==> src/design/cfsf_pkg.sv <==
// ----------------------------------------------------------------------------
// cfsf_pkg - shared types and constants of the command frame / sample framer
// Request and response beat layouts, command and status codes, frame bytes.
// ----------------------------------------------------------------------------
package cfsf_pkg;

   // Field widths fixed by the interface
   localparam int unsigned SAMPLE_W = 12;
   localparam int unsigned SCALE_W  = 10;
   localparam int unsigned SHIFT_W  = 5;
   localparam int unsigned PROD_W   = SAMPLE_W + SCALE_W;
   localparam int unsigned INDEX_W  = 9;
   localparam int unsigned CSR_IDX_W = 2;

   // Register indexes of the configuration port
   localparam logic [CSR_IDX_W-1:0] CSR_FULL_SCALE  = 2'd0;
   localparam logic [CSR_IDX_W-1:0] CSR_SCALE_SHIFT = 2'd1;

   // Register reset values
   localparam logic [SCALE_W-1:0] FULL_SCALE_RST  = 10'd330;
   localparam logic [SHIFT_W-1:0] SCALE_SHIFT_RST = 5'd12;

   // Frame constants
   localparam logic [15:0] REQ_FLAG    = 16'hB10E;
   localparam logic [7:0]  ANS_FLAG_HI = 8'hB1;
   localparam logic [7:0]  ANS_FLAG_LO = 8'h0A;
   localparam logic [7:0]  ANS_LEN     = 8'h03;
   localparam logic [INDEX_W-1:0] INDEX_MAX = 9'd511;

   // Beats of an outgoing sample frame
   localparam logic [2:0] BEAT_FLAG_HI = 3'd0;
   localparam logic [2:0] BEAT_FLAG_LO = 3'd1;
   localparam logic [2:0] BEAT_LEN     = 3'd2;
   localparam logic [2:0] BEAT_HI      = 3'd3;
   localparam logic [2:0] BEAT_LO      = 3'd4;
   localparam logic [2:0] BEAT_SUM     = 3'd5;

   typedef enum logic [1:0] {
      CMD_RX_BYTE    = 2'd0,
      CMD_TICK       = 2'd1,
      CMD_CONNECT    = 2'd2,
      CMD_DISCONNECT = 2'd3
   } cmd_type;

   typedef enum logic [2:0] {
      ST_NONE     = 3'd0,
      ST_START    = 3'd1,
      ST_STOP     = 3'd2,
      ST_OTHER    = 3'd3,
      ST_SHORT    = 3'd4,
      ST_BAD_FLAG = 3'd5,
      ST_BAD_SUM  = 3'd6
   } status_type;

   typedef struct packed {
      logic [1:0]          command;
      logic [7:0]          rx_byte;
      logic                write_last;
      logic [SAMPLE_W-1:0] adc_sample;
   } req_item_type;

   typedef struct packed {
      logic       tx_valid;
      logic [7:0] tx_byte;
      logic       last;
      logic [2:0] frame_status;
      logic       collecting;
      logic       connected;
   } rsp_item_type;

   // Work handed from the front part to the back part
   typedef struct packed {
      logic              is_frame;
      logic [2:0]        status;
      logic              collecting;
      logic              connected;
      logic [PROD_W-1:0] product;
   } job_type;

endpackage

==> src/design/command_frame_and_sample_framer_unit.sv <==
// ----------------------------------------------------------------------------
// command_frame_and_sample_framer_unit - command parser and sample framer
// Top level: configuration registers, parser, job queue and frame emitter.
// ----------------------------------------------------------------------------
// One request beat is taken every cycle while req_full is low. Received bytes,
// link events and idle ticks each give one response beat; a tick while the
// link is up and collection is on gives six beats (B1 0A 03 HI LO SUM), which
// the back part emits at one per cycle while the response side keeps popping,
// so the sustained request rate is one per cycle for plain beats and lower for
// emitting ticks. A beat reaches the response side through the job queue, which
// captures it when its request is taken, and the output register, which takes
// it when the back part loads the job; a four-entry job queue lets the parser
// run ahead of the emitter. The configuration channel is always ready.
module command_frame_and_sample_framer_unit #(
   parameter int unsigned SAMPLE_BITS = 12
) (
   input  logic                              clock,
   input  logic                              reset,
   input  logic                              req_push,
   output logic                              req_full,
   input  cfsf_pkg::req_item_type            req_data,
   output logic                              rsp_empty,
   input  logic                              rsp_pop,
   output cfsf_pkg::rsp_item_type            rsp_data,
   input  logic                              csr_valid,
   output logic                              csr_ready,
   input  logic [cfsf_pkg::CSR_IDX_W-1:0]    csr_index,
   input  logic [cfsf_pkg::SCALE_W-1:0]      csr_wdata
);
   import cfsf_pkg::*;

   logic [SCALE_W-1:0] full_scale_ff;
   logic [SHIFT_W-1:0] scale_shift_ff;
   logic               accept;
   job_type            front_job;
   job_type            back_job;
   logic               job_empty;
   logic               job_pop;

   assign csr_ready = 1'b1;
   assign accept    = req_push && !req_full;

   // configuration registers
   always_ff @(posedge clock) begin
      if (reset) begin
         full_scale_ff  <= FULL_SCALE_RST;
         scale_shift_ff <= SCALE_SHIFT_RST;
      end else if (csr_valid && csr_ready) begin
         if (csr_index == CSR_FULL_SCALE) begin
            full_scale_ff <= csr_wdata;
         end else if (csr_index == CSR_SCALE_SHIFT) begin
            scale_shift_ff <= csr_wdata[SHIFT_W-1:0];
         end
      end
   end

   cfsf_front #(
      .SAMPLE_BITS (SAMPLE_BITS)
   ) u_front (
      .clock      (clock),
      .reset      (reset),
      .accept     (accept),
      .req        (req_data),
      .full_scale (full_scale_ff),
      .job        (front_job)
   );

   cfsf_queue #(
      .DEPTH (4)
   ) u_queue (
      .clock     (clock),
      .reset     (reset),
      .push      (accept),
      .push_data (front_job),
      .full      (req_full),
      .pop       (job_pop),
      .pop_data  (back_job),
      .empty     (job_empty)
   );

   cfsf_back u_back (
      .clock       (clock),
      .reset       (reset),
      .job         (back_job),
      .job_empty   (job_empty),
      .job_pop     (job_pop),
      .scale_shift (scale_shift_ff),
      .rsp_data    (rsp_data),
      .rsp_empty   (rsp_empty),
      .rsp_pop     (rsp_pop)
   );

endmodule

==> src/design/cfsf_front.sv <==
// ----------------------------------------------------------------------------
// cfsf_front - request parser
// Parses received writes, tracks link and collection state and turns every
// request beat into one job for the back part; ticks get their product here.
// ----------------------------------------------------------------------------
module cfsf_front #(
   parameter int unsigned SAMPLE_BITS = 12
) (
   input  logic                           clock,
   input  logic                           reset,
   input  logic                           accept,
   input  cfsf_pkg::req_item_type         req,
   input  logic [cfsf_pkg::SCALE_W-1:0]   full_scale,
   output cfsf_pkg::job_type              job
);
   import cfsf_pkg::*;

   localparam int unsigned KEEP_BITS = (SAMPLE_BITS < SAMPLE_W) ? SAMPLE_BITS : SAMPLE_W;
   localparam logic [SAMPLE_W:0] SAMPLE_MASK_W = (SAMPLE_W + 1)'((1 << KEEP_BITS) - 1);
   localparam logic [SAMPLE_W-1:0] SAMPLE_MASK = SAMPLE_MASK_W[SAMPLE_W-1:0];

   logic               link_ff, link_in;
   logic               collect_ff, collect_in;
   logic [INDEX_W-1:0] index_ff, index_in;
   logic [7:0]         flag_hi_ff, flag_hi_in;
   logic [7:0]         flag_lo_ff, flag_lo_in;
   logic [7:0]         length_ff, length_in;
   logic [7:0]         sum_ff, sum_in;
   logic [7:0]         first_ff, first_in;
   logic               decided_ff, decided_in;

   logic [7:0]          sum_add;
   logic                finish;
   status_type          status;
   logic [SAMPLE_W-1:0] sample;

   assign sum_add = sum_ff + req.rx_byte;
   assign sample  = req.adc_sample & SAMPLE_MASK;

   // Parser and link state update for one request beat
   always_comb begin
      link_in    = link_ff;
      collect_in = collect_ff;
      index_in   = index_ff;
      flag_hi_in = flag_hi_ff;
      flag_lo_in = flag_lo_ff;
      length_in  = length_ff;
      sum_in     = sum_ff;
      first_in   = first_ff;
      decided_in = decided_ff;
      finish     = 1'b0;
      status     = ST_NONE;
      unique case (cmd_type'(req.command))
         CMD_RX_BYTE: begin
            if (!decided_ff) begin
               if (index_ff == INDEX_W'(0)) begin
                  flag_hi_in = req.rx_byte;
                  sum_in     = req.rx_byte;
               end else if (index_ff == INDEX_W'(1)) begin
                  flag_lo_in = req.rx_byte;
                  sum_in     = sum_add;
               end else if (index_ff == INDEX_W'(2)) begin
                  length_in = req.rx_byte;
                  if (req.rx_byte == 8'd0) begin
                     finish = 1'b1;
                  end else begin
                     sum_in = sum_add;
                  end
               end else begin
                  if (index_ff == INDEX_W'(3)) begin
                     first_in = req.rx_byte;
                  end
                  if (index_ff == INDEX_W'(2) + INDEX_W'(length_ff)) begin
                     finish = 1'b1;
                  end else begin
                     sum_in = sum_add;
                  end
               end
            end
            // frame complete by length: judge it
            if (finish) begin
               decided_in = 1'b1;
               if ({flag_hi_in, flag_lo_in} != REQ_FLAG) begin
                  status = ST_BAD_FLAG;
               end else if (length_in == 8'd0 || sum_ff != req.rx_byte) begin
                  status = ST_BAD_SUM;
               end else if (first_in == 8'd0) begin
                  status     = ST_START;
                  collect_in = 1'b1;
               end else if (first_in == 8'd1) begin
                  status     = ST_STOP;
                  collect_in = 1'b0;
               end else begin
                  status = ST_OTHER;
               end
            end
            if (!decided_in && index_ff < INDEX_MAX) begin
               index_in = index_ff + INDEX_W'(1);
            end
            // end of write: report short frame, clear parser
            if (req.write_last) begin
               if (!decided_in && status == ST_NONE) begin
                  status = ST_SHORT;
               end
               index_in   = '0;
               flag_hi_in = '0;
               flag_lo_in = '0;
               length_in  = '0;
               sum_in     = '0;
               first_in   = '0;
               decided_in = 1'b0;
            end
         end
         CMD_TICK: begin
         end
         CMD_CONNECT: begin
            link_in = 1'b1;
         end
         CMD_DISCONNECT: begin
            link_in    = 1'b0;
            collect_in = 1'b0;
         end
         default: begin
         end
      endcase
   end

   // Job for the back part
   always_comb begin
      job.is_frame   = (cmd_type'(req.command) == CMD_TICK) && link_ff && collect_ff;
      job.status     = status;
      job.collecting = collect_in;
      job.connected  = link_in;
      job.product    = PROD_W'(sample) * PROD_W'(full_scale);
   end

   always_ff @(posedge clock) begin
      if (reset) begin
         link_ff    <= 1'b0;
         collect_ff <= 1'b0;
         index_ff   <= '0;
         flag_hi_ff <= '0;
         flag_lo_ff <= '0;
         length_ff  <= '0;
         sum_ff     <= '0;
         first_ff   <= '0;
         decided_ff <= 1'b0;
      end else if (accept) begin
         link_ff    <= link_in;
         collect_ff <= collect_in;
         index_ff   <= index_in;
         flag_hi_ff <= flag_hi_in;
         flag_lo_ff <= flag_lo_in;
         length_ff  <= length_in;
         sum_ff     <= sum_in;
         first_ff   <= first_in;
         decided_ff <= decided_in;
      end
   end

`ifndef ASSERT_OFF
   // a decided frame has its byte count frozen until the write ends
   a_decided_holds_index: assert property (@(posedge clock) disable iff (reset)
      (accept && decided_ff && !req.write_last) |=> $stable(index_ff))
      else $error("byte index moved after frame decision");

   // status is only ever reported for received bytes
   a_status_on_bytes: assert property (@(posedge clock) disable iff (reset)
      (accept && job.status != ST_NONE) |-> (cmd_type'(req.command) == CMD_RX_BYTE))
      else $error("frame status on a non-byte request");

   // collection can only be turned on by a good start frame
   a_collect_rise: assert property (@(posedge clock) disable iff (reset)
      (accept && !collect_ff && collect_in) |-> (status == ST_START))
      else $error("collection enabled without start frame");
`endif

endmodule

==> src/design/cfsf_queue.sv <==
// ----------------------------------------------------------------------------
// cfsf_queue - short job queue
// Decouples the parser from the frame emitter so each side stalls on its own.
// ----------------------------------------------------------------------------
module cfsf_queue #(
   parameter int unsigned DEPTH = 4
) (
   input  logic                clock,
   input  logic                reset,
   input  logic                push,
   input  cfsf_pkg::job_type   push_data,
   output logic                full,
   input  logic                pop,
   output cfsf_pkg::job_type   pop_data,
   output logic                empty
);
   import cfsf_pkg::*;

   localparam int unsigned PTR_W = (DEPTH > 1) ? $clog2(DEPTH) : 1;
   localparam int unsigned CNT_W = $clog2(DEPTH + 1);
   localparam logic [PTR_W-1:0] PTR_LAST = PTR_W'(DEPTH - 1);
   localparam logic [CNT_W-1:0] CNT_FULL = CNT_W'(DEPTH);

   job_type          slot_ff [DEPTH];
   logic [PTR_W-1:0] wr_ptr_ff, wr_ptr_in;
   logic [PTR_W-1:0] rd_ptr_ff, rd_ptr_in;
   logic [CNT_W-1:0] count_ff, count_in;
   logic             do_push, do_pop;

   assign full     = (count_ff == CNT_FULL);
   assign empty    = (count_ff == '0);
   assign do_push  = push && !full;
   assign do_pop   = pop && !empty;
   assign pop_data = slot_ff[rd_ptr_ff];

   // pointer and count update
   always_comb begin
      wr_ptr_in = wr_ptr_ff;
      rd_ptr_in = rd_ptr_ff;
      count_in  = count_ff;
      if (do_push) begin
         wr_ptr_in = (wr_ptr_ff == PTR_LAST) ? '0 : wr_ptr_ff + PTR_W'(1);
      end
      if (do_pop) begin
         rd_ptr_in = (rd_ptr_ff == PTR_LAST) ? '0 : rd_ptr_ff + PTR_W'(1);
      end
      if (do_push && !do_pop) begin
         count_in = count_ff + CNT_W'(1);
      end else if (do_pop && !do_push) begin
         count_in = count_ff - CNT_W'(1);
      end
   end

   always_ff @(posedge clock) begin
      if (reset) begin
         wr_ptr_ff <= '0;
         rd_ptr_ff <= '0;
         count_ff  <= '0;
      end else begin
         wr_ptr_ff <= wr_ptr_in;
         rd_ptr_ff <= rd_ptr_in;
         count_ff  <= count_in;
      end
   end

   // storage
   always_ff @(posedge clock) begin
      if (do_push) begin
         slot_ff[wr_ptr_ff] <= push_data;
      end
   end

`ifndef ASSERT_OFF
   a_count_bound: assert property (@(posedge clock) disable iff (reset)
      count_ff <= CNT_FULL)
      else $error("queue count above depth");

   a_ptr_track: assert property (@(posedge clock) disable iff (reset)
      (count_ff == '0 || count_ff == CNT_FULL) |-> (wr_ptr_ff == rd_ptr_ff))
      else $error("queue pointers disagree with count");
`endif

endmodule

==> src/design/cfsf_back.sv <==
// ----------------------------------------------------------------------------
// cfsf_back - response emitter
// Takes jobs from the queue, emits one response beat for plain jobs and six
// beats for a sample frame, through a single output register.
// ----------------------------------------------------------------------------
module cfsf_back (
   input  logic                          clock,
   input  logic                          reset,
   input  cfsf_pkg::job_type             job,
   input  logic                          job_empty,
   output logic                          job_pop,
   input  logic [cfsf_pkg::SHIFT_W-1:0]  scale_shift,
   output cfsf_pkg::rsp_item_type        rsp_data,
   output logic                          rsp_empty,
   input  logic                          rsp_pop
);
   import cfsf_pkg::*;

   logic [2:0]        beat_ff, beat_in;
   logic              out_valid_ff, out_valid_in;
   rsp_item_type      out_ff, out_in;
   logic              load;
   logic [PROD_W-1:0] shifted;
   logic [15:0]       value;
   logic [7:0]        sum;
   logic [7:0]        frame_byte;

   assign rsp_empty = !out_valid_ff;
   assign rsp_data  = out_ff;
   assign load      = !job_empty && (!out_valid_ff || rsp_pop);

   // scaled value with saturation and frame checksum
   assign shifted = job.product >> scale_shift;
   assign value   = (|shifted[PROD_W-1:16]) ? 16'hFFFF : shifted[15:0];
   assign sum     = ANS_FLAG_HI + ANS_FLAG_LO + ANS_LEN + value[15:8] + value[7:0];

   always_comb begin
      unique case (beat_ff)
         BEAT_FLAG_HI: frame_byte = ANS_FLAG_HI;
         BEAT_FLAG_LO: frame_byte = ANS_FLAG_LO;
         BEAT_LEN:     frame_byte = ANS_LEN;
         BEAT_HI:      frame_byte = value[15:8];
         BEAT_LO:      frame_byte = value[7:0];
         BEAT_SUM:     frame_byte = sum;
         default:      frame_byte = 8'd0;
      endcase
   end

   // next output beat
   always_comb begin
      beat_in      = beat_ff;
      out_in       = out_ff;
      job_pop      = 1'b0;
      out_valid_in = out_valid_ff && !rsp_pop;
      if (load) begin
         out_valid_in       = 1'b1;
         out_in.collecting  = job.collecting;
         out_in.connected   = job.connected;
         if (job.is_frame) begin
            out_in.tx_valid     = 1'b1;
            out_in.tx_byte      = frame_byte;
            out_in.last         = (beat_ff == BEAT_SUM);
            out_in.frame_status = ST_NONE;
            job_pop             = (beat_ff == BEAT_SUM);
            beat_in             = (beat_ff == BEAT_SUM) ? BEAT_FLAG_HI : beat_ff + 3'd1;
         end else begin
            out_in.tx_valid     = 1'b0;
            out_in.tx_byte      = 8'd0;
            out_in.last         = 1'b1;
            out_in.frame_status = job.status;
            job_pop             = 1'b1;
         end
      end
   end

   always_ff @(posedge clock) begin
      if (reset) begin
         beat_ff      <= BEAT_FLAG_HI;
         out_valid_ff <= 1'b0;
      end else begin
         beat_ff      <= beat_in;
         out_valid_ff <= out_valid_in;
      end
   end

   always_ff @(posedge clock) begin
      out_ff <= out_in;
   end

`ifndef ASSERT_OFF
   a_beat_range: assert property (@(posedge clock) disable iff (reset)
      beat_ff <= BEAT_SUM)
      else $error("frame beat counter out of range");

   a_idle_beat: assert property (@(posedge clock) disable iff (reset)
      (out_valid_ff && !out_ff.tx_valid) |-> (out_ff.tx_byte == 8'd0 && out_ff.last))
      else $error("non-frame beat carries a byte or is not last");

   a_frame_no_status: assert property (@(posedge clock) disable iff (reset)
      (out_valid_ff && out_ff.tx_valid) |-> (out_ff.frame_status == ST_NONE))
      else $error("frame beat carries a status");

   a_mid_frame_job_held: assert property (@(posedge clock) disable iff (reset)
      (beat_ff != BEAT_FLAG_HI) |-> !job_empty)
      else $error("sample frame job lost mid-frame");
`endif

endmodule
==> config.mk <==
export PLATFORM = sky130hd
export DESIGN_NAME = command_frame_and_sample_framer_unit
export DESIGN_NICKNAME = d
export VERILOG_FILES = /design/src/design/cfsf_pkg.sv /design/src/design/command_frame_and_sample_framer_unit.sv /design/src/design/cfsf_front.sv /design/src/design/cfsf_queue.sv /design/src/design/cfsf_back.sv
export SDC_FILE = /design/constraint.sdc
export NUM_CORES = 1
export LEC_CHECK = 0
export BUFFER_PORTS_ARGS = -buffer_cell sky130_fd_sc_hd__buf_2
export CAP_MARGIN = 40
export CORE_MARGIN = 2
export CORE_UTILIZATION = 43
export DETAILED_ROUTE_END_ITERATION = 6
export PLACE_DENSITY = 0.59
export SYNTH_ARGS = -nofsm -noshare
export SYNTH_HDL_FRONTEND = slang
export SYNTH_SLANG_ARGS = --single-unit
==> constraint.sdc <==
create_clock -name clock -period 6.2 [get_ports clock]
set_input_delay 1.24 -clock clock [delete_from_list [all_inputs] [get_ports clock]]
set_output_delay 1.24 -clock clock [all_outputs]
set_load 0.02 [all_outputs]
# After elaboration in Yosys (flattened, before gate mapping)
# Memories as Yosys holds them, arrays and structs flattened. A register that Yosys moved wholly into a read port is not among the register bits.
# Cells that the tools add are included.
dict set report op_classes {
  n_addsub 10
  multipliers 1
  n_lt_le_gt_ge 1
  n_eq_ne 22
  shifts 1
  mux 72
  bitwise 1
  n_reduce_logical 38
}
# operator n
set ops {}
lappend ops {{$mux W8} 29}
lappend ops {{$pmux W8 S6} 1}
lappend ops {{$mux W3} 11}
lappend ops {{$logic_not A8 Y1} 3}
lappend ops {{$mul A12 B10 Y22} 1}
lappend ops {{$shr A22 B5 Y22} 1}
lappend ops {{$mux W1} 21}
lappend ops {{$eq A9 B2 Y1 const B} 2}
lappend ops {{$mux W9} 2}
lappend ops {{$add A8 B8 Y8} 2}
lappend ops {{$mux W16} 1}
lappend ops {{$ne A16 B16 Y1 const B} 1}
lappend ops {{$mux W13} 1}
lappend ops {{$logic_and A1 B1 Y1} 11}
lappend ops {{$add A2 B8 Y9 const A} 1}
lappend ops {{$add A9 B1 Y9 const B} 1}
lappend ops {{$eq A3 B3 Y1 const B} 3}
lappend ops {{$eq A9 B1 Y1 const B} 1}
lappend ops {{$eq A9 B9 Y1} 1}
lappend ops {{$logic_not A3 Y1} 3}
lappend ops {{$logic_not A9 Y1} 1}
lappend ops {{$lt A9 B9 Y1 const B} 1}
lappend ops {{$add A8 B8 Y8 const A} 1}
lappend ops {{$eq A2 B2 Y1 const B} 4}
lappend ops {{22 further kinds} 42}
dict set report totals {
  register_bits 93
  ram_bits 112
  in_bits 40
  output_inout_bits 18
  word_cells 169
  memories 1
}
# memory depth width read_ports rd_ports_with_merged_regs wr line
set memory_table {}
lappend memory_table {u_queue.slot_ff 4 28 1 1 1 cfsf_queue.sv:24} ;# job_type slot_ff [DEPTH];

# Longest topological paths before layout
dict set report depth {
  ltp_word 19
  depth_mapped 22
  mapped_depth_nobuf 19
}

# Hierarchy
# A second synthesis with hierarchy kept.
dict set report unflattened {
  hier_cells 1393
  hier_area_um2 15023.2
}
# mod instances cells_per_inst area_per_inst_um2 seq_area_each_um2
set modules_own_cells {}
lappend modules_own_cells {cfsf_front 1 832 7068.0 1041.0}
lappend modules_own_cells {cfsf_queue 1 196 4541.9 3543.4}
lappend modules_own_cells {cfsf_back 1 297 2725.1 530.5}
lappend modules_own_cells {command_frame_and_sample_framer_unit 1 68 688.2 300.3}

# Worst setup path after synthesis
# No wires, ideal clock.
dict set report synth_timing {
  path_kind {input to register}
  from {input req_data[9] in the netlist's numbering}
  to {memory u_queue.slot_ff[0][20] in the netlist's numbering (data pin)}
  setup_time_ns 0.275
  t_arrival_ns 5.734
  required_ns 5.925
  slack_ns 0.192
  cell_stages 17
  n_path_buf 1
  path_cell_list {clkbuf_1 nand2_1 fa_1 inv_1 fa_1 fa_1 fa_1 inv_1 fa_1 inv_1 ha_1 a21oi_1 nor2_1 a221oi_1 a31oi_1 a211oi_1 xnor2_1}
}
# element line
set synth_lines {}
lappend synth_lines {{start: declaration} command_frame_and_sample_framer_unit.sv:21} ;# input cfsf_pkg::req_item_type req_data,
lappend synth_lines {{end: declaration} cfsf_queue.sv:24}

==> results.toml <==
[synth]
yosysSeqAreaShare = 0.375
syn_inst = 1358
yosys-top-cells-area = "edfxtp_1 26%, fa_1 11%, dfxtp_1 11%"
async_flop_share = 0
ys.flop_type = "edfxtp_1"
yosysWarnings = 0
synth_area_per_cell_um2 = 10.6
synth_edf_count = 127
synth.top_cells.by_count = "127 x edfxtp_1, 120 x nor2_1, 115 x inv_1"
synth_most_common_cell = "edfxtp_1"
syn_nets = 1570
syn_area_mm2 = 0.0144
synth_top_area_frac = 0.264
ys_ff_latch = 207
yosysUniqueCellTypes = 76
yosys.area.top_type = "edfxtp_1"

[detailed_routing]
drt-initial-drc-count = 585
wl_per_cell_um = 16.7
wl_um = 31000
num_vias = 9989
dr.pass1.iters = 7
drcViolationCount = 0
viasPerCell = 5.36
drtAntennaViolNets = 0

[run_status]
outcome = "finished clean"

[cts]
worstSkewPairLatency_ns = 0.53
post_cts_resized = 0
cts.clk_slew.worst_paths_ns = 0.06
cts_buffers = 25
cts_sinks = 207
cts_buffer_depth = 3
cts-root-buf = "clkbuf_16"
hold_buffers = 0
h-tree-depth = 1
post_cts_buffers = 0
cts_tree = "done"

[critical_path]
cp-endpoint = "u_queue.slot_ff[1][21]"
reg2reg_from = "full_scale_ff[1]"
arrival_ns = 6.05
setup.worst_path.class = "input port to register"
reg2reg_to = "u_queue.slot_ff[1][21]"
crit_fanout = 10
crit_path_cell_trace = "buf_2 > and2_1 > fa_1 > fa_1 > fa_1 > fa_1 > inv_1 > fa_1 > inv_1 > ha_1 > a21oi_1 > o221ai_1 > nor4b_1 > or3_1 > a31oi_1 > xnor2_1"
critPathMaxStageDelay_ns = 0.54
end_kind = "register"
crit_top_cell = "fa_1"
r2r_slack_ns = 0.67
r2r_cells = 16
crit_slowest_cell = "fa_1"
start_kind = "input port"
critPathLaunch = "req_data[6]"
worstPathRequired_ns = 6.50

[timing]
finalHoldViolCount = 0
finalCriticalPeriod_ns = 5.75
max_freq_mhz = 174
slew_headroom = 0.388
tightest_slew_ns = 0.911
finalSetupViolCount = 0
fin_crit_sh = 0.927
finalClockSkew_ns = 0.0231
setup_tns_ns = 0
timing.final.max_slew_violations = 0
rsz0062_at_grt = "false"

[layout]
antenna_cells = 0
fillers = 3075
postLayoutCoreUtil = 0.480
syn2layout_area_growth_pct = 10.8
drive_above_1_share = 0.124
nets = 1611

[grt]
grt_overflow = 0
grt_pass1_vias = 9719
grt_pass1_wl_um = 51300
antenna_found_initial = 0
grt_util_all_layers = 0.179
grt_start_max_net_pins = 66

[job]
cap_violations = 0

[hold_path]
hold_class = "register to register"

[power_and_ir_drop]
p_switching_mw = 2.32
p_int_mw = 4.02
peakVddDrop_uv = 231
sw_frac_of_total = 0.366
powerDensity_mw_per_mm2 = 397
power_leakage_nw = 6.61
clkPwrFrac = 0.228
power_frac_comb = 0.452
power_mw = 6.34
seqPwrFrac = 0.319

[die]
rows = 67
die_y_um = 187
core_mm2 = 0.0333
dieArea_mm2 = 0.0350
die_w_um = 187
initial_utilization = 0.433
top_level_ports = 58

[place]
gp_congestion = 0.881
dp_hpwl_um = 23100
port_buffers = 56
[sequential cells by signal, indices dropped and copies added, names as in the netlist, 8 cells and up, named ones only]
name	cells
u_front.index_ff	9
full_scale_ff	10
u_front.length_ff	8
u_front.flag_hi_ff	8
u_front.flag_lo_ff	8
u_back.rsp_data	15
u_front.sum_ff	8
u_front.first_ff	8
u_queue.slot_ff	112
[logic make-up after synthesis]
| group | Yosys count | synth area share |
|---|---|---|
| xor gates and xnor gates | 50 | 0.0304 |
| other | 1 | 0.000260 |
| muxes | 91 | 0.0972 |
| DFF | 207 | 0.375 |
| AOI/OAI and AO/OA | 223 | 0.104 |
| and+or+nand+nor | 431 | 0.148 |
| adders and majority gates | 172 | 0.191 |
| buffers and inverters | 183 | 0.0527 |
[worst min-delay path by stage]
stage / start / end / slack [ns] / depth (start not counted)
4_1_cts: u_front.sum_ff[0] / u_front.sum_ff[0] / 0.47 / 1
3_3_place_gp: u_front.sum_ff[0] / u_front.sum_ff[0] / 0.45 / 1
2_1_floorplan: u_front.sum_ff[0] / u_front.sum_ff[0] / 0.44 / 1
3_5_place_dp: u_front.sum_ff[0] / u_front.sum_ff[0] / 0.45 / 1
6_report: u_front.sum_ff[0] / u_front.sum_ff[0] / 0.47 / 1
5_1_grt: u_front.sum_ff[2] / u_front.sum_ff[2] / 0.49 / 1
[metrics by stage]
step | cells | instance area, um2 | hold slack, ns | worst slack, ns
finish | 1864 | 16000 | 0.472 | 0.454
global route | 1864 | 16000 | 0.492 | 0.152
CTS | 1864 | 16000 | 0.475 | 0.474
detailed placement | 1820 | 15200 | 0.454 | -0.0516
global placement | 1818 | 15100 | 0.449 | 0.0807
floorplan | 1358 | 14400 | 0.436 | 0.192
[worst max-delay path, delay by kind of cell]
kind                       cells  cell delay (ns)
AOI/OAI and AO/OA              3             0.56
xor gates and xnor gates       1             0.32
adders and majority gates      6             2.91
buffers and inverters          3             0.25
and+or+nand+nor                3             0.77
[area by class of cell]
class	count	area [um2]	area share
clock buffers	27	633	0.0396
clock inverters	17	185	0.0116
inverters	117	439	0.0275
multi-input cells	968	8270	0.517
flip-flops and latches	207	5420	0.339
well taps	448	561	0.0351
repair buffers	80	478	0.0299
[placed cells by master, fill, tap and decap left out, drive strengths merged, types with 6 or more instances in the layout]
master     n
buf       80
a22oi     34
a21o      12
nor2b     22
a21oi     56
ha        91
o21a       6
mux4      34
nand3     17
nor2     120
o31ai      7
mux2i     37
nor3      19
clkinv    11
fa        81
inv      116
nand4      8
nor4      11
a211oi     8
xor2      14
nand2b     9
and2      88
o21ai     37
dfxtp     80
nand2    103
o21bai     6
o2bb2ai    7
mux2      20
edfxtp   127
o211ai     9
xnor2     36
a31oi      9
clkbuf    27
[power groups by stage]
stage	clock, mW	combinational (mW)	sequential (mW)
CTS	1.49	2.89	2.03
finish	1.45	2.87	2.03
detailed placement	0	2.87	2.06
global route	1.55	3.25	2.05
floorplan	0	2.15	2.06
global placement	0	2.83	2.05
[metal layers]
metal	vias to the layer above	GRT usage	part of all wire
met4	0	0.0369	0.013
met5	-	0	0
li1	4881	-	-
met2	181	0.279	0.44
met3	32	0.0223	0.038
met1	4895	0.268	0.50
Note: power is estimated with default switching activity, not from simulation.
